File: src/hw/rtl/pidc_pkg.sv
// ----------------------------------------------------------------------------
// pidc_pkg: shared types, constants and functions of the clamped PID controller
// Holds the sequencer codes, the configuration bundle and the term clamp.
// ----------------------------------------------------------------------------
package pidc_pkg;

   localparam int DivSteps    = 32;               // two quotient bits per step
   localparam int DivCntWidth = $clog2(DivSteps);

   localparam logic [31:0] Int32Max = 32'h7FFF_FFFF;
   localparam logic [31:0] Int32Min = 32'h8000_0000;
   localparam logic [63:0] LimReset = 64'h7FFF_FFFF_8000_0000;

   // register indexes, byte address is 8 * index
   localparam logic [2:0] REG_PROP_GAIN    = 3'd0;
   localparam logic [2:0] REG_INTEG_GAIN   = 3'd1;
   localparam logic [2:0] REG_DERIV_GAIN   = 3'd2;
   localparam logic [2:0] REG_P_LIMITS     = 3'd3;
   localparam logic [2:0] REG_ACCUM_LIMITS = 3'd4;
   localparam logic [2:0] REG_I_LIMITS     = 3'd5;
   localparam logic [2:0] REG_D_LIMITS     = 3'd6;

   typedef enum logic [3:0] {
      ST_IDLE,
      ST_ERR,
      ST_MUL_P,
      ST_MUL_EKI,
      ST_MUL_HI,
      ST_MUL_LO,
      ST_INC,
      ST_INTEG,
      ST_MUL_I,
      ST_CLAMP_I,
      ST_MUL_D,
      ST_DIV_START,
      ST_DIV_WAIT,
      ST_D_ZERO,
      ST_SUM
   } state_type;

   typedef enum logic [3:0] {
      OP_NONE,
      OP_LOAD,
      OP_ERR,
      OP_MUL_P,
      OP_MUL_EKI,
      OP_MUL_HI,
      OP_MUL_LO,
      OP_INC,
      OP_INTEG,
      OP_MUL_I,
      OP_CLAMP_I,
      OP_MUL_D,
      OP_DIV_START,
      OP_D_FIX,
      OP_D_ZERO,
      OP_SUM
   } op_type;

   typedef struct packed {
      logic dt_zero;
      logic div_done;
      logic out_free;
   } status_type;

   typedef struct packed {
      logic signed [31:0] kp;
      logic signed [31:0] ki;
      logic signed [31:0] kd;
      logic [63:0]        p_lim;
      logic [63:0]        a_lim;
      logic [63:0]        i_lim;
      logic [63:0]        d_lim;
   } cfg_type;

   // below min gives min, otherwise above max gives max
   function automatic logic [31:0] clamp_lim(input logic signed [63:0] x,
                                             input logic [63:0] lim);
      logic signed [63:0] mn;
      logic signed [63:0] mx;
      mn = {{32{lim[31]}}, lim[31:0]};
      mx = {{32{lim[63]}}, lim[63:32]};
      if (x < mn) begin
         return lim[31:0];
      end else if (x > mx) begin
         return lim[63:32];
      end
      return x[31:0];
   endfunction

endpackage

File: src/hw/rtl/pidc_ctrl.sv
// ----------------------------------------------------------------------------
// pidc_ctrl: PID sequencer
// Steps the datapath through error, P, integrator, I and D phases per item.
// ----------------------------------------------------------------------------
module pidc_ctrl (
   input  logic                 clock,
   input  logic                 reset,
   input  logic                 req_tvalid,
   output logic                 req_tready,
   input  pidc_pkg::status_type stat,
   output pidc_pkg::op_type     op
);
   import pidc_pkg::*;

   state_type state_ff, state_in;

   always_ff @(posedge clock) begin
      if (reset) begin
         state_ff <= ST_IDLE;
      end else begin
         state_ff <= state_in;
      end
   end

   always_comb begin
      state_in   = state_ff;
      op         = OP_NONE;
      req_tready = 1'b0;
      unique case (state_ff)
         ST_IDLE: begin
            req_tready = 1'b1;
            if (req_tvalid) begin
               op       = OP_LOAD;
               state_in = ST_ERR;
            end
         end
         ST_ERR: begin
            op       = OP_ERR;
            state_in = ST_MUL_P;
         end
         ST_MUL_P: begin
            op       = OP_MUL_P;
            state_in = ST_MUL_EKI;
         end
         ST_MUL_EKI: begin
            op       = OP_MUL_EKI;
            state_in = ST_MUL_HI;
         end
         ST_MUL_HI: begin
            op       = OP_MUL_HI;
            state_in = ST_MUL_LO;
         end
         ST_MUL_LO: begin
            op       = OP_MUL_LO;
            state_in = ST_INC;
         end
         ST_INC: begin
            op       = OP_INC;
            state_in = ST_INTEG;
         end
         ST_INTEG: begin
            op       = OP_INTEG;
            state_in = ST_MUL_I;
         end
         ST_MUL_I: begin
            op       = OP_MUL_I;
            state_in = ST_CLAMP_I;
         end
         ST_CLAMP_I: begin
            op       = OP_CLAMP_I;
            state_in = stat.dt_zero ? ST_D_ZERO : ST_MUL_D;
         end
         ST_MUL_D: begin
            op       = OP_MUL_D;
            state_in = ST_DIV_START;
         end
         ST_DIV_START: begin
            op       = OP_DIV_START;
            state_in = ST_DIV_WAIT;
         end
         ST_DIV_WAIT: begin
            if (stat.div_done) begin
               op       = OP_D_FIX;
               state_in = ST_SUM;
            end
         end
         ST_D_ZERO: begin
            op       = OP_D_ZERO;
            state_in = ST_SUM;
         end
         ST_SUM: begin
            if (stat.out_free) begin
               op       = OP_SUM;
               state_in = ST_IDLE;
            end
         end
         default: state_in = ST_IDLE;
      endcase
   end

endmodule

File: config.mk
export PLATFORM = sky130hd
export DESIGN_NAME = pidc_ctrl
export DESIGN_NICKNAME = d
export VERILOG_FILES = /design/src/hw/rtl/pidc_pkg.sv /design/src/hw/rtl/pidc_ctrl.sv
export SDC_FILE = /design/constraint.sdc
export NUM_CORES = 1
export LEC_CHECK = 0
export ABC_AREA = 1
export BUFFER_PORTS_ARGS = -buffer_cell sky130_fd_sc_hd__buf_2
export CAP_MARGIN = 15
export CORE_AREA = 2 2 39 41
export DETAILED_ROUTE_END_ITERATION = 8
export DIE_AREA = 0 0 41 43
export PLACE_DENSITY_LB_ADDON = 0.12
export SYNTH_ARGS = -nofsm -noshare
export SYNTH_HDL_FRONTEND = slang
export SYNTH_SLANG_ARGS = --single-unit
File: constraint.sdc
create_clock -name clock -period 1.33 [get_ports clock]
set_clock_uncertainty 0.15 [all_clocks]
set_input_delay 0.133 -clock clock [delete_from_list [all_inputs] [get_ports clock]]
set_output_delay 0.133 -clock clock [all_outputs]
set_load 0.01 [all_outputs]
-- Yosys cells after proc, flatten, opt, wreduce, memory -nomap -nowiden
Cells that the tools add are included.
- $add $sub $neg: 0
- multiply operators: 0
- eq/ne operators: 17
- divide/modulo/power cells: 0
- mux-type cells: 10
- bitwise gates (word level): 0
- $lt $le $gt $ge: 0
- shift operators: 0
- reductions and logical operators: 2
- operator list (cell ; count):
    case mux 4 bit (15 select lines) ; 2
    equality test 4 bit, second input constant ; 7
    2-to-1 mux 4 bit ; 5
    equality test 4 x 3 -> 1 bit, second input constant ; 4
    equality test 4 x 2 -> 1 bit, second input constant ; 2
    != test 2 bit, second input constant ; 3
    equality test 4 x 1 -> 1 bit, second input constant ; 1
    zero test 4 bit ; 1
    2-to-1 mux 3 bit ; 1
    AND reduction 3 bit ; 1
    2-to-1 mux 1 bit ; 2
- bits in latches: 0
- input bits: 6
- memories: 0
- logic and storage cells: 30
- output and inout bits: 5
- bits in read-only memories: 0
- register bits after elaboration: 4
- bits in writable memories: 0

-- Logic depth before layout (Yosys ltp)
Gate-level depths: netlist of run 1.
- word-level depth: 3
- gate-level depth with buffers: 7
- gate-level depth less buffers: 7

-- Worst setup path before layout of run 1
No wires, ideal clock.
- kind: reg-to-output
- start: register state_ff[0]
- end: output port op[3]
- cell stages (with the launch flop): 7
- data arrival time: 0.932 ns
- path buffers: 0
- path slack: 0.115 ns
- required time: 1.047 ns
- cells stage by stage: dfxtp_1 -> inv_1 -> nor2_1 -> inv_1 -> nor2_1 -> inv_1 -> o2111ai_1
- cells in the longest elaborated chain, start to end: 2
- elaborated cells between the ends (all ways): 16
- those cells by class: eq/ne: 14; mux: 1; reduce/logical: 1
- ends and longest elaborated chain (element ; line ; RTL):
    from (decl) ; pidc_ctrl.sv:15 ; state_type state_ff, state_in;
    from (signal assigned) ; pidc_ctrl.sv:21 ; state_ff <= state_in;
    equality test 4 bit (tied with other cells) ; pidc_ctrl.sv:29 ; unique case (state_ff)
    case mux 4 bit (15 select lines) (*) ; pidc_ctrl.sv:29 ;
    to (decl) ; pidc_ctrl.sv:11 ; output pidc_pkg::op_type op
Mark *: on every way between the ends. The rest lies on a longest branch, timed or not.

-- Worst setup path after layout of run 1
- start: register state_ff[1]
- end: output port op[0]
Same word-level chain as after synthesis.

==> metrics, run 1 <==
Synth cell types=14; synth cell count leaders=nor2_1 (17), nand2_1 (16), inv_1 (13), nand3_1 (7), dfxtp_1 (4); vias in the first global route=a little under 500; headroom to the max-slew limit=0.836; most frequent cell after synthesis=nor2_1; register area share after synthesis=0.210; H-tree depth=1; WP data required=around 1.1 ns; HPWL Detailed=approximately 860 um; Die Area=roughly 1800 um^2; CP Cell Sequence=inv_2, nand2_1, nor2_1, nor2_1, nand4_1, buf_2; fillcell total=147; clock sinks=4; Post-Syn Area=approximately 380 um^2; power per cell area=875 nW/um^2; HP Class=input pin to register; drt total wl=approximately 1200 um; Placeable Area=approximately 1400 um^2; Vias per Instance=4.63; peak supply drop=419 uV; GR Util met3=0.0314; number of flops mapped to enable cells by yosys=0; fmax=664 MHz; CTS Buffer Depth=2; post-synth net total=roughly 80; final worst slack=-0.176 ns; Die Y=43 um; Worst-Margin Slew=roughly 0.25 ns; initial antenna violation count=0; cell family with most CP delay=flip-flops; share of cells above drive strength 1=0.531; R2R Setup Slk=-0.06 ns; n_diodes=0; Final period util=1.13; total grt overflow=0; CP Class=register to output pin; FFs w/ async S/R, synth=0; Tmin final=1.51 ns; final hold violation count=0; most used cell, CP=nor2_1; crit start category=register; status=complete, but fails checks; GR Util All Layers=0.152; final slew viol count=0; gate count after technology mapping=72; clock root cell=clkbuf_4; CP max FO=6; synth top area cells=dfxtp_1 (21%), nor2_1 (17%), nand2_1 (16%); Detail Route Antenna Nets=0; Area Overhead vs Synth=74.1%; clk_lat worst skew=~0.23 ns; largest net degree at the start of global routing=7; # rows=14; Largest Register=state_ff; WP data arrival=~1.2 ns; Setup violations, final=8; DR vias=528; fin nets=about 110; max reg flops=4; cts bufs inserted=3; Yosys warnings=0; ys flop type=dfxtp_1; Avg Synthesized Cell Area=~5.3 um^2; Placer Congestion=around 0.77; drc violations=0; Max Cap Viol=0; wire per inst=approximately 10 um; # port buffers=10; Worst Setup End Kind=output pin; Crit path largest cell delay=0.40 ns; Top Usage Layer GRT=met2; DIE WIDTH=41 um; slowest CP cell=dfxtp_4; CP Buf/Inv Count=2; met2 Use GR=0.234; Lkg Pwr=0.000342 uW; Hold WS=0.173 ns; initial core utilization=0.276; Regs by FF count=state_ff x4; RSZ-0062 raised after global routing=true; DRT iter0 DRCs=7; violated checks=negative setup slack; GR Util met1=0.178; 1st-pass router iterations=4; Synth Register Bits=4; area leader, netlist=dfxtp_1; first-pass GRT wire length=approximately 1800 um; Worst-path clk slew=roughly 0.040 ns; CTS tree=yes; Setup TNS Final=-0.813 ns; I/O pin cnt=11; top-area cell type share of the netlist area=0.210
-- what timing repair did --
| action | in CTS | in global routing |
|---|---|---|
| endpoints found under the hold margin | 4 | 0 |
| hold buffers | 1 | 0 |
| resized for setup | 23 | 10 |
| endpoints found under the setup margin | 5 | 9 |
| buffers inserted | 2 | 1 |
| pin swaps | 5 | 7 |
-- cell usage in the layout (no fill, tap or decap), drive strengths merged --
| cell type | count |
|---|---|
| o21ai | 2 |
| nand4 | 3 |
| o211ai | 1 |
| nand3b | 2 |
| dlygate4sd3 | 1 |
| nand2 | 17 |
| dfxtp | 4 |
| o2111ai | 1 |
| inv | 13 |
| nand3 | 7 |
| nor2 | 19 |
| a21oi | 3 |
| clkbuf | 3 |
| buf | 22 |
-- power breakdown --
part / leakage (uW) / switching (uW) / total, uW / internal [uW]
Combinational: 0.000292 / 140 / 280 / 141
Clock: 0.0000138 / 47.5 / 148 / 101
Sequential: 0.0000356 / 21.4 / 153 / 131
Total: 0.000342 / 209 / 581 / 373
-- layer usage --
layer	share of wire	wire, um
met1	0.42	495
met2	0.57	674
met3	0.0059	7
met4	0.012	14
met5	0	0
-- worst reg2reg max path, delay by kind of cell (launching register included) --
family	cells	cell delay, ns
buffers and inverters	4	0.45
AND/OR/NAND/NOR	5	0.33
flip-flops	1	0.35
-- area by class of cell --
type,instances,area (um^2),share of cell area
multi-input cells,55,324,0.488
inverters,13,48.8,0.0734
repair buffers,23,154,0.232
flip-flops and latches,4,95.1,0.143
well taps,16,20.0,0.0301
clock buffers,3,22.5,0.0339
-- kinds of logic (layout without fill, tap and decap cells) --
kind of cell	Yosys count	count (layout)	share of synthesized area
DFF	4	4	0.210
and+or+nand+nor	48	48	0.554
AOI/OAI and AO/OA	7	7	0.108
buffers and inverters	13	39	0.128
-- final timing paths --
path	from	end	cells after the start
max reg2reg	state_ff[0]	state_ff[0]	9
min	stat[2]	state_ff[2]	5
max	state_ff[1]	op[0]	6
min reg2reg	state_ff[3]	state_ff[3]	4
-- per-stage QoR --
stage | cell area, um^2 | utilization | worst slack [ns] | power [uW] | cells
after floorplan | 382 | - | 0.115 | 257 | 72
final | 664 | 0.480 | -0.176 | 581 | 114
after global placement | 519 | 0.375 | -0.0357 | 369 | 107
after detailed placement | 519 | 0.375 | -0.0196 | 364 | 107
after global routing | 664 | 0.480 | -0.274 | 627 | 114
after CTS | 616 | 0.445 | -0.177 | 571 | 113
Power figures use the tool's default switching activity.
==> run 2, diff against run 1 <==
--- a/config.mk
+++ b/config.mk
@@ -8,10 +8,13 @@
 export ABC_AREA = 1
 export BUFFER_PORTS_ARGS = -buffer_cell sky130_fd_sc_hd__buf_2
 export CAP_MARGIN = 15
-export CORE_AREA = 2 2 39 41
+export CELL_PAD_IN_SITES_DETAIL_PLACEMENT = 1
+export CELL_PAD_IN_SITES_GLOBAL_PLACEMENT = 2
+export CORE_MARGIN = 2
+export CORE_UTILIZATION = 22
 export DETAILED_ROUTE_END_ITERATION = 8
-export DIE_AREA = 0 0 41 43
 export PLACE_DENSITY_LB_ADDON = 0.12
+export SLEW_MARGIN = 40
 export SYNTH_ARGS = -nofsm -noshare
 export SYNTH_HDL_FRONTEND = slang
 export SYNTH_SLANG_ARGS = --single-unit
==> run 2 against run 1 <==
Compared with the run above: the run still ends with negative setup slack left; wire length up 21%; total power grew 0.21%; non-clock buffer count is 2 lower; critical path type unchanged; largest cell class unchanged.
==> metrics, run 2 (same netlist as run 1, synthesis figures left out) <==
status=complete, but fails checks; violated checks=negative setup slack; Sw Pwr=232 uW (+11%); # port buffers=10 (unchanged); share of cells above drive strength 1=0.615 (+0.0840); clock root cell=clkbuf_4; Placer Congestion=0.852 (+11%); Placeable Area=1670 um^2 (+21%); first-pass GRT wire length=2260 um (+26%); most common cell after layout, fill and taps aside=nor2_1; Power, Total=583 uW (+0.21%); cts bufs inserted=3 (unchanged); GR Util All Layers=0.158 (+0.00598); GR Util met3=0.0238 (-0.00760); Flop pwr share=0.280 (+0.017); worst slack, placed=-0.0989 ns (-0.0793 ns); HPWL Detailed=1110 um (+29%); CP Class=register to output pin; Final period util=1.15 (+0.0192); final instance area=711 um^2 (+7.0%); drt total wl=1450 um (+21%); register area=95.1 um^2 (unchanged); final hold violation count=0 (unchanged); final worst slack=-0.202 ns (-0.0255 ns); R2R Path Start=state_ff[2]; CTS Buffer Depth=2 (unchanged); fin nets=104 (-1.9%); DRT iter0 DRCs=1 (-6); clock sinks=4 (unchanged); Die Y=45.7 um (+6.2%); Worst Hold Launch=stat[2]; Top Usage Layer GRT=met2; RSZ-0062 raised after global routing=true; Worst Setup End Kind=output pin; DIE WIDTH=45.7 um (+11%); peak supply drop=508 uV (+21%); Regs by FF count=state_ff x4; I/O pin cnt=11 (unchanged); largest net degree at the start of global routing=7 (unchanged); drc violations=0 (unchanged); initial antenna violation count=0 (unchanged); Lkg Pwr=0.000352 uW (+3.1%); Int Power=351 uW (-5.9%); # rows=15 (+1); vias in the first global route=561 (+15%); Area Overhead vs Synth=86.2%; total grt overflow=0 (unchanged); Largest Register=state_ff; crit start category=register; WP data arrival=1.25 ns (+0.03 ns); HP Class=input pin to register; GR Util met1=0.175 (-0.00305); Sw Ratio=0.398 (+0.0389); Post-DP Area=513 um^2 (-1.2%); WP data required=1.05 ns (about the same); Die Area=2080 um^2 (+18%); Detail Route Antenna Nets=0 (unchanged); Worst-path clk slew=0.04 ns (about the same); multi-input logic area=377 um^2 (+16%); Worst Setup SP=state_ff[1]; CTS tree=yes; initial core utilization=0.228 (-0.0473); Setup violations, final=7 (-1); Worst-Margin Slew=0.231 ns (-0.0138 ns); headroom to the max-slew limit=0.845 (+0.00911); Hold WS=0.180 ns (+0.00682 ns); met2 Use GR=0.273 (+0.0389); final slew viol count=0 (unchanged); clk_lat worst skew=0.24 ns (about the same); fmax=653 MHz (-1.7%); power per cell area=820 nW/um^2 (-6.3%); H-tree depth=1 (unchanged); commonest cells after routing, fill and taps aside=nor2_1 (11), buf_2 (10), buf_4 (9); CP max FO=6 (unchanged); Tmin final=1.53 ns (+0.0255 ns); clock power share=0.267 (+0.012); Vias per Instance=4.86 (+4.9%); DR vias=549 (+4.0%); final core utilization=0.425 (-0.0546); max reg flops=4 (unchanged); combinational fraction of design power=0.453 (-0.029); fillcell total=221 (+50%); 1st-pass router iterations=2 (-2); n_diodes=0 (unchanged); wire per inst=12.8 um (+22%); Max Cap Viol=0 (unchanged)
run 2: cell type report:
cell class / instances / area share
Timing Repair Buffer: 21 / 0.195
Inverter: 13 / 0.0792
Multi-Input combinational cell: 55 / 0.530
Sequential cell: 4 / 0.134
Clock buffer: 3 / 0.0317
Tap cell: 17 / 0.0299
run 2: path summary, 6_finish.rpt:
kind | to | slack [ns] | depth (start not counted)
max | op[0] | -0.20 | 6
min | state_ff[2] | 0.18 | 5
min reg2reg | state_ff[1] | 0.64 | 4
max reg2reg | state_ff[3] | -0.09 | 7
run 2: metal layers:
layer | up-vias | part of all wire | wire length (um)
met3 | 2 | 0.029 | 42
met2 | 8 | 0.54 | 781
met1 | 258 | 0.41 | 600
met4 | 0 | 0.015 | 21
li1 | 281 | - | -
met5 | - | 0 | 0
run 2: per-stage QoR:
stage,TNS (ns),cells
global route,-1.48,113
CTS,-0.828,112
finish,-0.927,113
detailed placement,-0.237,107
floorplan,0,72
global placement,-0.292,107
run 2: worst max-delay path, stage by stage, from the launching register on:
cell and delay, ns:
dfxtp_4 0.42, inv_4 0.06, nand2_2 0.08, nor2_1 0.04, nor2_1 0.16, nand4_1 0.09
buf_2 0.15
run 2: timing repair:
action / CTS / global route
buffers inserted: 1 / 3
gates resized for setup: 30 / 21
pin swaps: 8 / 15
hold buffers: 1 / 0
endpoints found under the setup margin: 9 / 9
hold endpoints to repair: 4 / 0
run 2: power groups by stage:
stage / sequential (uW) / clock (uW) / combinational, uW
finish: 163 / 155 / 264
global route: 165 / 173 / 292
CTS: 157 / 166 / 243
detailed placement: 147 / 0 / 204
global placement: 146 / 0 / 206
floorplan: 144 / 0 / 113
==> run 3, diff against run 2 <==
--- a/config.mk
+++ b/config.mk
@@ -5,13 +5,12 @@
 export SDC_FILE = /design/constraint.sdc
 export NUM_CORES = 1
 export LEC_CHECK = 0
-export ABC_AREA = 1
 export BUFFER_PORTS_ARGS = -buffer_cell sky130_fd_sc_hd__buf_2
 export CAP_MARGIN = 15
 export CELL_PAD_IN_SITES_DETAIL_PLACEMENT = 1
 export CELL_PAD_IN_SITES_GLOBAL_PLACEMENT = 2
 export CORE_MARGIN = 2
-export CORE_UTILIZATION = 22
+export CORE_UTILIZATION = 25
 export DETAILED_ROUTE_END_ITERATION = 8
 export PLACE_DENSITY_LB_ADDON = 0.12
 export SLEW_MARGIN = 40
==> run 3 against run 2 <==
Compared with the run above: the flow still finishes with violations (negative setup slack); synthesized cell count is 35% lower; core utilization is 5.2 points higher; sequential power is 12% lower; clock-buffer cell count stayed put; register-to-register slack worse by 0.20 ns; critical path depth is 2 lower; worst setup slack worse by 0.096 ns; clock power is 3% higher; first-iteration DRC count grew to 4.0 times the previous value; hold slack worse by 0.14 ns.
==> metrics, run 3 <==
status=complete, but fails checks; violated checks=negative setup slack; Detail Route Antenna Nets=0 (unchanged); initial core utilization=0.269 (+0.0403); Stages on worst setup path=4 (-2); Worst Setup SP=state_ff[1]; worst slack, placed=-0.106 ns (-0.00699 ns); Placeable Area=1320 um^2 (-21%); H-tree depth=1 (unchanged); clock power share=0.314 (+0.047); final worst slack=-0.297 ns (-0.0956 ns); clock sinks=4 (unchanged); Max Cap Viol=0 (unchanged); crit start category=register; R2R Setup Slk=-0.29 ns (-0.20 ns); Area Overhead vs Synth=77.7%; combinational fraction of design power=0.404 (-0.049); n_diodes=0 (unchanged); final hold violation count=0 (unchanged); CTS Buffer Depth=2 (unchanged); first-pass GRT wire length=1950 um (-13%); RSZ-0062 raised after global routing=true; share of cells above drive strength 1=0.586 (-0.0289); Post-DP Area=487 um^2 (-5.1%); WP data arrival=1.34 ns (+0.09 ns); Int Power=337 uW (-3.7%); gate count after technology mapping=47 (-35%); slowest CP cell=or4_4; Final period util=1.22 (+0.0719); crit path capture=op[0]; Tmin final=1.63 ns (+0.0956 ns); Hold WS=0.0379 ns (-0.142 ns); reg2reg end=state_ff[1]; Placer Congestion=0.788 (-7.5%); I/O pin cnt=11 (unchanged); initial antenna violation count=0 (unchanged); Worst Setup End Kind=output pin; Regs by FF count=state_ff x4; Die Area=1730 um^2 (-17%); Worst Hold Launch=stat[2]; power per cell area=805 nW/um^2 (-1.8%); CP Buf/Inv Count=1 (-1); Largest Register=state_ff; number of flops mapped to enable cells by yosys=0 (unchanged); Worst-path clk slew=0.04 ns (about the same); synth cell count leaders=a21oi_1 (4), dfxtp_1 (4), nor2_1 (4), o21ai_0 (4); Setup violations, final=8 (+1); CP Cell Sequence=or4_4, o21ai_2, nor2_1, buf_2; CP max FO=5 (-1); vias in the first global route=448 (-20%); reg2reg path depth=5 (-2); Flop pwr share=0.282 (+0.002); Synth Register Bits=4 (unchanged); clock root cell=clkbuf_4; drc violations=0 (unchanged); CTS tree=yes; fmax=615 MHz (-5.9%); cts bufs inserted=3 (unchanged); clk_lat worst skew=0.24 ns (about the same); Die Y=41.6 um (-8.8%); FFs w/ async S/R, synth=0 (unchanged); peak supply drop=333 uV (-34%); # port buffers=10 (unchanged); Sw Ratio=0.334 (-0.0640); Vias per Instance=5.36 (+10%); Lkg Pwr=0.000266 uW (-24%); WP data required=1.05 ns (about the same); Crit path largest cell delay=0.49 ns (+0.07 ns); cell family with most CP delay=simple AND/OR/NAND/NOR gates; fillcell total=161 (-27%); 1st-pass router iterations=2 (unchanged); # rows=13 (-2); top-area cell type share of the netlist area=0.226 (+0.0163); headroom to the max-slew limit=0.774 (-0.0709); Post-Syn Area=354 um^2 (-7.2%); HPWL Detailed=925 um (-17%); max reg flops=4 (unchanged); Worst-Margin Slew=0.336 ns (+0.105 ns); final instance area=629 um^2 (-11%); Sw Pwr=169 uW (-27%); DR vias=456 (-17%); total grt overflow=0 (unchanged); CP Class=register to output pin; fin nets=78 (-25%); register area share after synthesis=0.226 (+0.0163); synth top area cells=dfxtp_1 (23%), a21oi_1 (5.7%), o21ai_0 (5.7%); GR Util All Layers=0.151 (-0.00722); Synth cell types=28 (+14); Yosys warnings=0 (unchanged); largest net degree at the start of global routing=10 (+3); HP Class=input pin to register; R2R Path Start=state_ff[1]; most common cell after layout, fill and taps aside=buf_2; final slew viol count=0 (unchanged); commonest cells after routing, fill and taps aside=buf_2 (10), buf_4 (7), buf_6 (6); wire per inst=14.7 um (+15%); Avg Synthesized Cell Area=7.53 um^2 (+42%); post-synth net total=53 (-32%); hold path depth=3 (-2); DRT iter0 DRCs=4 (+3); drt total wl=1250 um (-13%); ys flop type=dfxtp_1; area leader, netlist=dfxtp_1; DIE WIDTH=41.6 um (-8.8%)
==> run 3: area by class of cell <==
cell class / instances / area, um^2 / area share
multi-input cells: 37 / 313 / 0.497
flip-flops and latches: 4 / 87.6 / 0.139
clock buffers: 3 / 22.5 / 0.0358
repair buffers: 24 / 180 / 0.286
well taps: 15 / 18.8 / 0.0298
inverters: 2 / 7.51 / 0.0119
==> run 3: per-layer routing <==
layer / global-route usage / share of wire
met1: 0.176 / 0.46
met2: 0.250 / 0.50
met3: 0.0391 / 0.024
met4: 0.0774 / 0.014
met5: 0 / 0
==> run 3: cell families after synthesis <==
| family | count (synthesis) | synth area share |
|---|---|---|
| buf+inv | 6 | 0.0742 |
| mux | 2 | 0.0601 |
| compound gates | 18 | 0.350 |
| flops | 4 | 0.226 |
| simple gates | 17 | 0.290 |
==> run 3: through the flow <==
stage	std cells	total power (uW)	util	setup TNS [ns]
2_1_floorplan	47	226	-	0
3_3_place_gp	79	291	0.369	-0.127
3_5_place_dp	79	297	0.369	-0.351
4_1_cts	84	482	0.419	-1.62
5_1_grt	85	553	0.478	-2.18
6_report	85	507	0.478	-1.70
==> run 3: worst min-delay path by stage <==
stage,end,slack (ns)
after floorplan,state_ff[3],0.05
after global placement,state_ff[3],0.20
after detailed placement,state_ff[3],0.20
after CTS,state_ff[0],0.04
after global routing,state_ff[0],0.04
final,state_ff[0],0.04
==> run 3: worst min-delay path, delay by kind of cell <==
kind	cells	cell delay (ns)
buffers and inverters	1	0.10
and+or+nand+nor	1	0.07
AOI/OAI and AO/OA	1	0.07
==> run 3: repair_timing <==
action | CTS | global route
hold endpoints to repair | 1 | 0
pin swaps | 2 | 4
setup buffers | 1 | 1
hold buffers | 1 | 0
endpoints found under the setup margin | 8 | 8
gates resized for setup | 8 | 17
==> run 3: power groups by stage <==
stage,logic (uW),registers (uW),clock network (uW)
after global routing,221,144,188
after floorplan,84.8,141,0
final,205,143,159
after detailed placement,157,140,0
after CTS,175,139,167
after global placement,151,140,0
