File: config.mk
export PLATFORM = sky130hd
export DESIGN_NAME = pidc_csr
export DESIGN_NICKNAME = d
export VERILOG_FILES = /design/src/hw/rtl/pidc_pkg.sv /design/src/hw/rtl/pidc_csr.sv
export SDC_FILE = /design/constraint.sdc
export NUM_CORES = 1
export LEC_CHECK = 0
export BUFFER_PORTS_ARGS = -buffer_cell sky130_fd_sc_hd__buf_2
export CORE_ASPECT_RATIO = 1.25
export CORE_MARGIN = 8
export CORE_UTILIZATION = 52
export CTS_CLUSTER_SIZE = 10
export DETAILED_ROUTE_END_ITERATION = 16
export PLACE_DENSITY = 0.86
export SYNTH_ARGS = -nofsm -noshare
export SYNTH_HDL_FRONTEND = slang
export SYNTH_SLANG_ARGS = --single-unit
File: constraint.sdc
create_clock -name clock -period 1.4 [get_ports clock]
set_clock_uncertainty 0.15 [all_clocks]
set_input_delay 0.07 -clock clock [delete_from_list [all_inputs] [get_ports clock]]
set_output_delay 0.07 -clock clock [all_outputs]
set_load 0.01 [all_outputs]
File: src/hw/rtl/pidc_pkg.sv
// ----------------------------------------------------------------------------
// pidc_pkg: shared types, constants and functions of the clamped PID controller
// Holds the sequencer codes, the configuration bundle and the term clamp.
// ----------------------------------------------------------------------------
package pidc_pkg;

   localparam int DivSteps    = 32;               // two quotient bits per step
   localparam int DivCntWidth = $clog2(DivSteps);

   localparam logic [31:0] Int32Max = 32'h7FFF_FFFF;
   localparam logic [31:0] Int32Min = 32'h8000_0000;
   localparam logic [63:0] LimReset = 64'h7FFF_FFFF_8000_0000;

   // register indexes, byte address is 8 * index
   localparam logic [2:0] REG_PROP_GAIN    = 3'd0;
   localparam logic [2:0] REG_INTEG_GAIN   = 3'd1;
   localparam logic [2:0] REG_DERIV_GAIN   = 3'd2;
   localparam logic [2:0] REG_P_LIMITS     = 3'd3;
   localparam logic [2:0] REG_ACCUM_LIMITS = 3'd4;
   localparam logic [2:0] REG_I_LIMITS     = 3'd5;
   localparam logic [2:0] REG_D_LIMITS     = 3'd6;

   typedef enum logic [3:0] {
      ST_IDLE,
      ST_ERR,
      ST_MUL_P,
      ST_MUL_EKI,
      ST_MUL_HI,
      ST_MUL_LO,
      ST_INC,
      ST_INTEG,
      ST_MUL_I,
      ST_CLAMP_I,
      ST_MUL_D,
      ST_DIV_START,
      ST_DIV_WAIT,
      ST_D_ZERO,
      ST_SUM
   } state_type;

   typedef enum logic [3:0] {
      OP_NONE,
      OP_LOAD,
      OP_ERR,
      OP_MUL_P,
      OP_MUL_EKI,
      OP_MUL_HI,
      OP_MUL_LO,
      OP_INC,
      OP_INTEG,
      OP_MUL_I,
      OP_CLAMP_I,
      OP_MUL_D,
      OP_DIV_START,
      OP_D_FIX,
      OP_D_ZERO,
      OP_SUM
   } op_type;

   typedef struct packed {
      logic dt_zero;
      logic div_done;
      logic out_free;
   } status_type;

   typedef struct packed {
      logic signed [31:0] kp;
      logic signed [31:0] ki;
      logic signed [31:0] kd;
      logic [63:0]        p_lim;
      logic [63:0]        a_lim;
      logic [63:0]        i_lim;
      logic [63:0]        d_lim;
   } cfg_type;

   // below min gives min, otherwise above max gives max
   function automatic logic [31:0] clamp_lim(input logic signed [63:0] x,
                                             input logic [63:0] lim);
      logic signed [63:0] mn;
      logic signed [63:0] mx;
      mn = {{32{lim[31]}}, lim[31:0]};
      mx = {{32{lim[63]}}, lim[63:32]};
      if (x < mn) begin
         return lim[31:0];
      end else if (x > mx) begin
         return lim[63:32];
      end
      return x[31:0];
   endfunction

endpackage

File: src/hw/rtl/pidc_csr.sv
// ----------------------------------------------------------------------------
// pidc_csr: configuration registers
// Gains and term bounds behind a 64-bit APB-style port.
// ----------------------------------------------------------------------------
module pidc_csr (
   input  logic              clock,
   input  logic              reset,
   input  logic              csr_psel,
   input  logic              csr_penable,
   input  logic              csr_pwrite,
   input  logic [5:0]        csr_paddr,
   input  logic [63:0]       csr_pwdata,
   output logic [63:0]       csr_prdata,
   output logic              csr_pready,
   output pidc_pkg::cfg_type cfg
);
   import pidc_pkg::*;

   cfg_type    cfg_ff;
   logic       wr_en;
   logic [2:0] idx;

   assign csr_pready = 1'b1;
   assign wr_en      = csr_psel & csr_penable & csr_pwrite;
   assign idx        = csr_paddr[5:3];
   assign cfg        = cfg_ff;

   always_ff @(posedge clock) begin
      if (reset) begin
         cfg_ff.kp    <= '0;
         cfg_ff.ki    <= '0;
         cfg_ff.kd    <= '0;
         cfg_ff.p_lim <= LimReset;
         cfg_ff.a_lim <= LimReset;
         cfg_ff.i_lim <= LimReset;
         cfg_ff.d_lim <= LimReset;
      end else if (wr_en) begin
         unique case (idx)
            REG_PROP_GAIN:    cfg_ff.kp    <= csr_pwdata[31:0];
            REG_INTEG_GAIN:   cfg_ff.ki    <= csr_pwdata[31:0];
            REG_DERIV_GAIN:   cfg_ff.kd    <= csr_pwdata[31:0];
            REG_P_LIMITS:     cfg_ff.p_lim <= csr_pwdata;
            REG_ACCUM_LIMITS: cfg_ff.a_lim <= csr_pwdata;
            REG_I_LIMITS:     cfg_ff.i_lim <= csr_pwdata;
            REG_D_LIMITS:     cfg_ff.d_lim <= csr_pwdata;
            default: ;  // drop writes beyond the register list
         endcase
      end
   end

   always_comb begin
      unique case (idx)
         REG_PROP_GAIN:    csr_prdata = {32'b0, cfg_ff.kp};
         REG_INTEG_GAIN:   csr_prdata = {32'b0, cfg_ff.ki};
         REG_DERIV_GAIN:   csr_prdata = {32'b0, cfg_ff.kd};
         REG_P_LIMITS:     csr_prdata = cfg_ff.p_lim;
         REG_ACCUM_LIMITS: csr_prdata = cfg_ff.a_lim;
         REG_I_LIMITS:     csr_prdata = cfg_ff.i_lim;
         REG_D_LIMITS:     csr_prdata = cfg_ff.d_lim;
         default:          csr_prdata = '0;
      endcase
   end

endmodule

### Word level (Yosys, flattened, before mapping)

Index checks and enable logic that the tools add are counted.

| storage, ports and cells | value |
|---|---|
| flip-flop bits (word level) | 352 |
| output and inout bits | 417 |
| logic and storage cells | 24 |

| cells by class | value |
|---|---|
| equality and inequality tests | 6 |
| multiplexer cells | 1 |
| bitwise gates (word level) | 2 |
| reduce and logical (&&, ||, !) cells | 8 |

Operators with widths:

| kind | number |
|---|---|
| $pmux 64 s7 | 1 |
| $reduce_and 2->1 | 7 |
| $eq 3x3->1 const B | 3 |
| $eq 3x2->1 const B | 2 |
| $eq 3x1->1 const B | 1 |
| $logic_not 3->1 | 1 |
| $and 1x1->1 | 2 |

### Longest topological paths before layout

Gate-level depths: netlist of run 1.

| depth | value |
|---|---|
| depth after elaboration | 3 |
| mapped depth | 6 |

### Least setup slack after synthesis of run 1

Ideal clock, no wire load.

| path | value |
|---|---|
| path kind | input port to output port |
| from | input csr_paddr[4] |
| to | output csr_prdata[14] |
| arrival | 1.207 ns |
| data required time | 1.180 ns |
| setup slack | -0.027 ns |
| stages | 5 |
| path buffers | 2 |
| cell sequence | nand2b_1 -> buf_2 -> clkbuf_1 -> o221a_2 -> a221oi_1 |

| between the ends | value |
|---|---|
| word-level cells in the longest chain between the ends | 2 |

RTL lines:

| what | RTL line | RTL |
|---|---|---|
| from (decl) | pidc_csr.sv:11 | `input logic [5:0] csr_paddr,` |
| $eq 3x3->1, or another cell as far along | pidc_csr.sv:52 | `unique case (idx)` |
| $pmux 64 s7 (*) | pidc_csr.sv:52 |  |
| to (decl) | pidc_csr.sv:13 | `output logic [63:0] csr_prdata,` |

Mark *: on every way between the ends. The rest lies on a longest branch, timed or not.

### Worst setup path after layout of run 1

| path | value |
|---|---|
| from | register cfg_ff, in the netlist cfg[341] |
| to | output csr_prdata[21] |

| between the ends | value |
|---|---|
| word-level cells in the longest chain between the ends | 1 |

RTL lines:

| what | RTL line | RTL |
|---|---|---|
| from (decl) | pidc_csr.sv:19 | `cfg_type cfg_ff;` |
| $pmux 64 s7 | pidc_csr.sv:52 |  |

No other way between the ends.

==> reports/metrics.cfg, run 1 <==
[worst_hold_path]
min-delay-path-class=in -> reg

[layout]
area_growth_pct=43.43
final_cell_mix=468 x buf_2, 426 x mux2i_1, 225 x nand2b_1
largest_reg_flops=352
regArea_um2=7207
multi_input_area_um2=8625
fin_area_um2=23080
fin_nets=2390
num-fill-cells=1823
drive_above_1_share_pct=43.84
final_common_cell=buf_2

[yosys]
ys.flop_type=dfxtp_1
ys_ff_latch=352
synth-edff-count=0
synth.distinct_cells=34
synth.yosys.seq_area_share_pct=43.79
synth_area_um2=16090
synth_top_area_share_pct=43.79
synth_fp_nets=1681
yosys-top-cells-area=dfxtp_1 44%, mux2i_1 27%, nand2b_1 8.9%
syn_inst=1606
synth_top_area_cell=dfxtp_1
async_reset_ff_share_pct=0
syn_area_per_cell_um2=10.02
yosysWarnings=0

[floorplanning]
die_w_um=173.3
core_area_um2=30720
row_count=72
initial_utilization_pct=52.38
ios=492
dieArea_um2=36870
die_h_um=212.7

[clock_network]
clk_pin_slew_ns=0.06
cts_made_buffers=41
clockBufferDepth=3
htreeDepth=2
cts.sinks=352
cts_tree=built
cts_root_buf=clkbuf_16
clock_latency_ns=0.53

[timing]
timing.hold.ws_ns=-0.01548
hold_violations=1
period_share_pct=139.3
slew_viol_final=0
setup_violations=68
rsz0062_at_grt=true
fin_ws_ns=-0.5497
finalWorstPathRequiredPeriod_ns=1.950
max_freq_mhz=512.9

[detailed_routing]
viasPerCell=6.104
wirelength_um=67840
firstDrtPassIters=6
vias=16660
wire_per_inst_um=24.86
ant_nets=0
drcViolationCount=0
drt_iter0_drc=1814

[worst_setup_path]
path_max_fanout=2
cp_top_family=compound AO/OA/AOI/OAI gates
path_cells=mux2_2 -> a32oi_2 -> o211ai_1 -> buf_2
cp-end-kind=output pin
critPathSlowestCell=dfxtp_2
crit_required_ns=1.18
arrival_ns=1.73
critical-path-max-stage-delay_ns=0.32
critPathBufInv=1
crit_type=reg -> out
worst_setup_path_start_kind=flop

[grt]
grt_first_pass_wirelength_um=101700
grt_pass1_vias=17650
grt_overflow_total=0
grt_max_degree=44
grt_use_total_pct=34.57
grt_antenna_before_repair=1

[placed_design]
placed_cell_area_um2=20300
place_congestion=0.9202
io_buffers=487
dp_hpwl_um=42960

[outcome]
violations=negative hold slack, negative setup slack
status=finished, violations left

[power_and_ir_drop]
p_leak_nw=11.57
ir_worst_vdd_mv=0.9122
power_density_nw_per_um2=965.3

[run]
maxCapViolCount=0

worst min-delay path, cell delays in order:
cell      delay (ns)
buf_8           0.21
nand2b_1        0.20
mux2i_1         0.13
cells by family (layout without fill, tap and decap cells):
family / after synthesis / count (layout) / share of synthesized area, %
and+or+nand+nor: 501 / 501 / 16.24
buffers and inverters: 167 / 881 / 5.163
other: 1 / 3 / 0.02330
AOI/OAI and AO/OA: 145 / 145 / 7.356
DFF: 352 / 352 / 43.79
muxes: 440 / 440 / 27.43
cell usage after synthesis (2+ instances only):
library cell  instances
a221oi_1             24
a32oi_1              16
buf_2                37
buf_4                30
buf_6                 5
clkbuf_1             67
clkbuf_4              2
dfxtp_1             352
inv_1                24
mux2_2                8
mux2i_1             432
nand2_1              32
nand2b_1            228
nand3_1              33
nor2_1              164
nor2b_1              10
o211ai_1             40
o21ai_0              18
o221a_2              24
o31ai_1              23
or3_1                24
layer usage:
| metal | wire length (um) | vias up | global-route usage (%) |
|---|---|---|---|
| li1 | - | 6992 | - |
| met1 | 23080 | 7820 | 35.91 |
| met2 | 32390 | 1443 | 59.09 |
| met3 | 7317 | 403 | 10.14 |
| met4 | 5056 | 0 | 25.82 |
| met5 | 0 | - | 0 |
report_power, final:
| group | leakage [nW] | internal (mW) | switching (mW) |
|---|---|---|---|
| Sequential | 2.86 | 10.1 | 0.0663 |
| Clock | 0.558 | 5.65 | 4.04 |
| Combinational | 8.15 | 1.09 | 1.34 |
| Total | 11.6 | 16.8 | 5.44 |
metrics by stage:
| stage | setup TNS [ns] | setup WS, ns | utilization, % | instances | total power, mW |
|---|---|---|---|---|---|
| after floorplan | 0 | 0.003511 | - | 1606 | 11.47 |
| after detailed placement | -52.25 | -0.2851 | 66.07 | 2562 | 12.43 |
| after CTS | -17.49 | -0.6095 | 74.56 | 2723 | 22.11 |
| after global routing | -21.31 | -0.6174 | 75.12 | 2728 | 22.75 |
| after global placement | -41.86 | -0.2313 | 66.07 | 2562 | 12.39 |
| final | -17.89 | -0.5497 | 75.13 | 2729 | 22.28 |
path summary, 6_finish.rpt:
kind,start,to,slack [ns],cells after the start
min,reset,cfg[131],-0.02,3
min reg2reg,cfg[88],cfg[88],0.32,2
max,cfg[341],csr_prdata[21],-0.55,4
max reg2reg,cfg[40],cfg[40],0.28,4
cell type report:
type | count | share of cell area, %
tap | 407 | 2.206
multi-input combinational | 1087 | 37.37
clock buffer | 46 | 4.754
timing repair buffer | 808 | 23.85
clock inverter | 2 | 0.1681
sequential | 352 | 31.23
inverter | 25 | 0.4066
antenna | 2 | 0.02168
timing repair:
| item | in CTS | in global routing |
|---|---|---|
| hold buffers | 68 | 0 |
| resized for setup | 178 | 49 |
| hold endpoints to repair | 352 | 0 |
| cloned | 0 | 0 |
| endpoints found under the setup margin | 67 | 87 |
| pin swaps | 46 | 26 |
| setup buffers | 46 | 11 |
Power figures use the tool's default switching activity.
==> inputs of run 2 (changes only) <==
--- a/config.mk
+++ b/config.mk
@@ -15,3 +15,4 @@
 export SYNTH_ARGS = -nofsm -noshare
 export SYNTH_HDL_FRONTEND = slang
 export SYNTH_SLANG_ARGS = --single-unit
+export TNS_END_PERCENT = 10
==> reports/metrics.cfg, run 2 (synthesis results as in run 1) <==
[clock_network]
cts_root_buf=clkbuf_16  ; unchanged
htreeDepth=2  ; unchanged
cts_made_buffers=41  ; unchanged
clockBufferDepth=3  ; unchanged
clk_pin_slew_ns=0.06  ; about the same
cts_tree=built  ; unchanged
cts.sinks=352  ; unchanged
clock_latency_ns=0.53  ; about the same

[detailed_routing]
vias=16110  ; was 16660
wirelength_um=65710  ; was 67840 um
ant_nets=0  ; unchanged
firstDrtPassIters=8  ; was 6
drt_iter0_drc=1550  ; was 1814
wire_per_inst_um=24.47  ; was 24.86 um
viasPerCell=5.999  ; was 6.104
drcViolationCount=0  ; unchanged

[timing]
hold_violations=0  ; was 1
slew_headroom_pct=60.37
max_freq_mhz=503.6  ; was 512.9 MHz
fin_ws_ns=-0.5859  ; was -0.5497 ns
period_share_pct=141.8  ; was 139.3%
tightest_slew_ns=0.5944
slew_viol_final=0  ; unchanged
rsz0062_at_grt=true  ; unchanged
finalWorstPathRequiredPeriod_ns=1.986  ; was 1.950 ns
setup_violations=65  ; was 68

[layout]
diodes=0  ; was 2
fin_area_um2=22690  ; was 23080 um2
multi_input_area_um2=8658  ; was 8625 um2
largest_reg_flops=352  ; unchanged
area_growth_pct=41.02  ; was 43.43%
final_common_cell=buf_2  ; unchanged
drive_above_1_share_pct=43.99  ; was 43.84%
final_cell_mix=481 x buf_2, 425 x mux2i_1, 225 x nand2b_1  ; was 468 x buf_2, 426 x mux2i_1, 225 x nand2b_1
num-fill-cells=1863  ; was 1823
fin_nets=2347  ; was 2390
regArea_um2=7254  ; was 7207 um2

[power_and_ir_drop]
power_frac_clock_pct=42.5  ; was 43.5%
finalPower_mw=21.85  ; was 22.28 mW
netSwitchingPower_mw=5.341  ; was 5.443 mW
pwr-share-seq_pct=46.5  ; was 45.6%
p_leak_nw=11.33  ; was 11.57 nW
p_sw_share_pct=24.44  ; was 24.43%
power_density_nw_per_um2=962.8  ; was 965.3 nW/um2
combPwrFrac_pct=11.0  ; was 10.9%
power.internal_mw=16.51  ; was 16.84 mW
ir_worst_vdd_mv=0.6490  ; was 0.9122 mV

[floorplanning]
die_h_um=212.7  ; unchanged
core_area_um2=30720  ; unchanged
ios=492  ; unchanged
row_count=72  ; unchanged
initial_utilization_pct=52.38  ; unchanged
die_w_um=173.3  ; unchanged
dieArea_um2=36870  ; unchanged

[worst_setup_path]
critical-path-max-stage-delay_ns=0.32  ; about the same
path_cells=mux2_4 -> a32oi_2 -> o211ai_1 -> buf_2  ; was mux2_2 -> a32oi_2 -> o211ai_1 -> buf_2
crit_type=reg -> out  ; unchanged
reg2reg_setup_slack_ns=0.35  ; was 0.28 ns
path_max_fanout=2  ; unchanged
worst_r2r_path_depth=2  ; was 4
arrival_ns=1.77  ; was 1.73 ns
cp-end-kind=output pin  ; unchanged
worst_setup_path_start_kind=flop  ; unchanged
critPathSlowestCell=dfxtp_2  ; unchanged
crit_required_ns=1.18  ; about the same

[placed_design]
place_congestion=0.9188  ; was 0.9202
placed_cell_area_um2=20320  ; was 20300 um2
dp_hpwl_um=43510  ; was 42960 um
io_buffers=487  ; unchanged
pre_cts_ws_ns=-0.3450  ; was -0.2851 ns

[outcome]
status=finished, violations left  ; unchanged
violations=negative setup slack  ; was negative hold slack, negative setup slack

[worst_hold_path]
min-delay-path-class=in -> reg  ; unchanged
holdPathStages=3  ; unchanged

[grt]
grt_use_total_pct=33.35  ; was 34.57%
grt_overflow_total=0  ; unchanged
grt_max_degree=85  ; was 44
grt_pass1_vias=17390  ; was 17650
grt_first_pass_wirelength_um=98320  ; was 101700 um
grt_antenna_before_repair=0  ; was 1

[run]
maxCapViolCount=0  ; unchanged

-- run 2: per-layer routing --
| metal | part of all wire [%] | wire (um) | global-route usage (%) | vias up |
|---|---|---|---|---|
| met5 | 0 | 0 | 0 | - |
| met4 | 6.2 | 4083 | 21.65 | 0 |
| met3 | 9.9 | 6496 | 8.173 | 301 |
| met1 | 35 | 23160 | 35.96 | 7672 |
| li1 | - | - | - | 6898 |
| met2 | 49 | 31970 | 58.09 | 1235 |
-- run 2: worst paths after layout --
check,endpoint,start
setup / recovery,csr_prdata[27],cfg[347]
hold / removal,cfg[324],reset
setup reg to reg,cfg[134],cfg[134]
hold reg to reg,cfg[66],cfg[66]
-- run 2: power by group through the flow --
stage / logic, mW / registers [mW] / clock network [mW]
floorplan: 1.06 / 10.4 / 0
global placement: 2.03 / 10.4 / 0
CTS: 2.28 / 10.2 / 9.28
finish: 2.40 / 10.2 / 9.29
detailed placement: 2.06 / 10.4 / 0
global route: 2.50 / 10.2 / 9.76
-- run 2: repair_timing --
item,CTS,global route
endpoints found under the hold margin,352,0
gates resized for setup,181,63
buffers inserted,2,1
hold buffers,66,0
pin swaps,32,21
setup endpoints to repair,67,77
-- run 2: layout make-up --
class	instances	share of cell area (%)
Tap cell	407	2.244
Inverter	25	0.4135
Multi-Input combinational cell	1087	38.15
Clock buffer	47	4.709
Sequential cell	352	31.97
Timing Repair Buffer	765	22.43
Clock inverter	2	0.07719
-- run 2: per-stage QoR --
stage               hold slack [ns]  setup TNS [ns]  cells  util (%)
CTS                        0.009921          -16.42   2684     73.19
detailed placement           0.2169          -55.30   2569     66.14
floorplan                    0.1108         -0.1865   1606         -
finish                      0.03270          -16.51   2685     73.87
global route                0.05937          -19.58   2685     73.87
global placement             0.2082          -44.06   2569     66.14
-- run 2: critical path: cells and delay by family, from the launching register on --
family                 cells  cell delay [ns]
muxes                      1             0.27
buffers and inverters      1             0.21
AOI/OAI and AO/OA          2             0.43
DFF                        1             0.32
==> inputs of run 3 (changes only) <==
--- a/config.mk
+++ b/config.mk
@@ -8,10 +8,10 @@
 export BUFFER_PORTS_ARGS = -buffer_cell sky130_fd_sc_hd__buf_2
 export CORE_ASPECT_RATIO = 1.25
 export CORE_MARGIN = 8
-export CORE_UTILIZATION = 52
+export CORE_UTILIZATION = 47
 export CTS_CLUSTER_SIZE = 10
 export DETAILED_ROUTE_END_ITERATION = 16
-export PLACE_DENSITY = 0.86
+export PLACE_DENSITY = 0.82
 export SYNTH_ARGS = -nofsm -noshare
 export SYNTH_HDL_FRONTEND = slang
 export SYNTH_SLANG_ARGS = --single-unit
==> constraint.sdc (replaced) <==
create_clock -name clock -period 1.65 [get_ports clock]
set_clock_uncertainty 0.15 [all_clocks]
set_input_delay 0.0825 -clock clock [delete_from_list [all_inputs] [get_ports clock]]
set_output_delay 0.0825 -clock clock [all_outputs]
set_load 0.01 [all_outputs]
==> reports/metrics.cfg, run 3 (synthesis results as in run 1) <==
[worst_setup_path]
arrival_ns=1.71  ; was 1.77 ns
critical-path-max-stage-delay_ns=0.32  ; about the same
cp-end-kind=output pin  ; unchanged
critPathSlowestCell=dfxtp_2  ; unchanged
crit_type=reg -> out  ; unchanged
crit_required_ns=1.42  ; was 1.18 ns
path_max_fanout=2  ; unchanged
reg2reg_to=cfg[283]  ; was cfg[134]
critPathBufInv=1  ; unchanged
r2r-start=cfg[283]  ; was cfg[134]
worst_setup_path_start_kind=flop  ; unchanged
path_cells=mux2_4 -> a32oi_2 -> o211ai_1 -> buf_2  ; unchanged
reg2reg_setup_slack_ns=0.65  ; was 0.35 ns
cp_top_family=compound AO/OA/AOI/OAI gates  ; unchanged
worst_r2r_path_depth=4  ; was 2

[layout]
area_growth_pct=35.28  ; was 41.02%
fin_nets=2251  ; was 2347
num-fill-cells=2505  ; was 1863
utilization_pct=64.62  ; was 73.87%
multi_input_area_um2=8492  ; was 8658 um2
largest_reg_flops=352  ; unchanged
diodes=0  ; unchanged
regArea_um2=7164  ; was 7254 um2
final_common_cell=buf_2  ; unchanged
final_cell_mix=481 x buf_2, 430 x mux2i_1, 272 x dfxtp_1  ; was 481 x buf_2, 425 x mux2i_1, 225 x nand2b_1
drive_above_1_share_pct=37.08  ; was 43.99%

[worst_hold_path]
min_from=csr_paddr[5]  ; was reset
min-delay-path-class=in -> reg  ; unchanged
hold_path_end=cfg[213]  ; was cfg[324]
holdPathStages=4  ; was 3

[grt]
grt_antenna_before_repair=0  ; unchanged
grt_overflow_total=0  ; unchanged
grt_max_degree=53  ; was 85
grt_pass1_vias=15990  ; was 17390
grt_use_total_pct=28.46  ; was 33.35%
grt_first_pass_wirelength_um=91970  ; was 98320 um

[floorplanning]
initial_utilization_pct=47.77  ; was 52.38%
row_count=75  ; was 72
ios=492  ; unchanged
die_h_um=222.9  ; was 212.7 um
die_w_um=181.5  ; was 173.3 um
core_area_um2=33690  ; was 30720 um2
dieArea_um2=40450  ; was 36870 um2

[clock_network]
clock_latency_ns=0.52  ; was 0.53 ns
clockBufferDepth=3  ; unchanged
cts_made_buffers=41  ; unchanged
cts.sinks=352  ; unchanged
cts_tree=built  ; unchanged
clk_pin_slew_ns=0.06  ; about the same
htreeDepth=2  ; unchanged
cts_root_buf=clkbuf_16  ; unchanged

[outcome]
violations=negative setup slack  ; unchanged
status=finished, violations left  ; unchanged

[timing]
slew_viol_final=0  ; unchanged
max_freq_mhz=515.9
setup_violations=35  ; was 65
finalWorstPathRequiredPeriod_ns=1.938
slew_headroom_pct=50.12  ; was 60.37%
fin_ws_ns=-0.2883  ; was -0.5859 ns
tightest_slew_ns=0.7464  ; was 0.5944 ns
hold_violations=0  ; unchanged
rsz0062_at_grt=true  ; unchanged
period_share_pct=117.5

[detailed_routing]
ant_nets=0  ; unchanged
drcViolationCount=0  ; unchanged
viasPerCell=5.767  ; was 5.999
wirelength_um=60680  ; was 65710 um
firstDrtPassIters=5  ; was 8
wire_per_inst_um=23.29  ; was 24.47 um
drt_iter0_drc=1059  ; was 1550
vias=15020  ; was 16110

[power_and_ir_drop]
p_leak_nw=10.84  ; was 11.33 nW
finalPower_mw=18.36  ; was 21.85 mW
ir_worst_vdd_mv=0.6612  ; was 0.6490 mV
power_density_nw_per_um2=843.3  ; was 962.8 nW/um2

[placed_design]
dp_hpwl_um=41640  ; was 43510 um
io_buffers=487  ; unchanged
place_congestion=0.9027  ; was 0.9188

[run]
maxCapViolCount=0  ; unchanged

-- run 3: cell count changes in the layout (fill, tap and decap cells not counted), moves of 3 or more --
cell and delta:
inv_2 -10, o221a_4 -13, dfxtp_1 +76, o221a_2 +13
mux2_4 -3, buf_4 -100, mux2i_2 -5, dlygate4sd3_1 +3
mux2i_1 +5, mux2_2 +3, inv_1 +10, dfxtp_2 -78
-- run 3: worst max path at each step --
stage	end	from	cells after the start	slack, ns
after global routing	csr_prdata[27]	cfg[347]	4	-0.34
after floorplan	csr_prdata[14]	csr_paddr[4]	5	0.20
after global placement	csr_prdata[16]	csr_paddr[4]	6	-0.03
after detailed placement	csr_prdata[27]	csr_paddr[5]	6	-0.06
after CTS	csr_prdata[27]	cfg[283]	4	-0.35
final	csr_prdata[27]	cfg[347]	4	-0.29
-- run 3: cell type report --
type,instances,area share [%]
multi-input cells,1087,39.01
flip-flops and latches,352,32.91
repair buffers,669,20.23
clock buffers,47,4.908
well taps,423,2.431
inverters,25,0.4311
clock inverters,2,0.08046
-- run 3: repair_timing --
action,4_1_cts,5_1_grt
gates cloned,0,0
endpoints found under the hold margin,347,0
buffers inserted,5,14
pin swaps,9,16
resized for setup,106,33
hold buffers,69,0
endpoints found under the setup margin,35,106
-- run 3: worst register-to-register path: stages (launching register included) --
cell	delay, ns
dfxtp_2	0.32
buf_4	0.12
buf_4	0.14
nand2b_1	0.07
mux2i_1	0.07
-- run 3: per-layer routing --
metal | global-route usage [%] | routed length (um) | up-vias
met2 | 49.76 | 29680 | 892
met1 | 31.60 | 22960 | 7220
met3 | 6.602 | 4866 | 201
met5 | 0 | 0 | -
li1 | - | - | 6711
met4 | 15.47 | 3170 | 0
-- run 3: metrics by stage --
step	area, um2	setup slack [ns]	cells	hold slack, ns	TNS [ns]
2_1_floorplan	16090	0.1984	1606	0.1233	0
4_1_cts	21560	-0.3528	2591	0.02814	-5.987
3_5_place_dp	19480	-0.05884	2468	0.2334	-0.2956
5_1_grt	21770	-0.3364	2605	0.08359	-8.079
6_report	21770	-0.2883	2605	0.06383	-5.286
3_3_place_gp	19480	-0.02929	2468	0.2203	-0.08411
-- run 3: power by group --
| group | total [mW] | internal, mW | leakage (nW) | switching [mW] |
|---|---|---|---|---|
| Combinational | 1.88 | 0.841 | 7.43 | 1.04 |
| Clock | 7.86 | 4.51 | 0.533 | 3.35 |
| Sequential | 8.62 | 8.56 | 2.88 | 0.0582 |
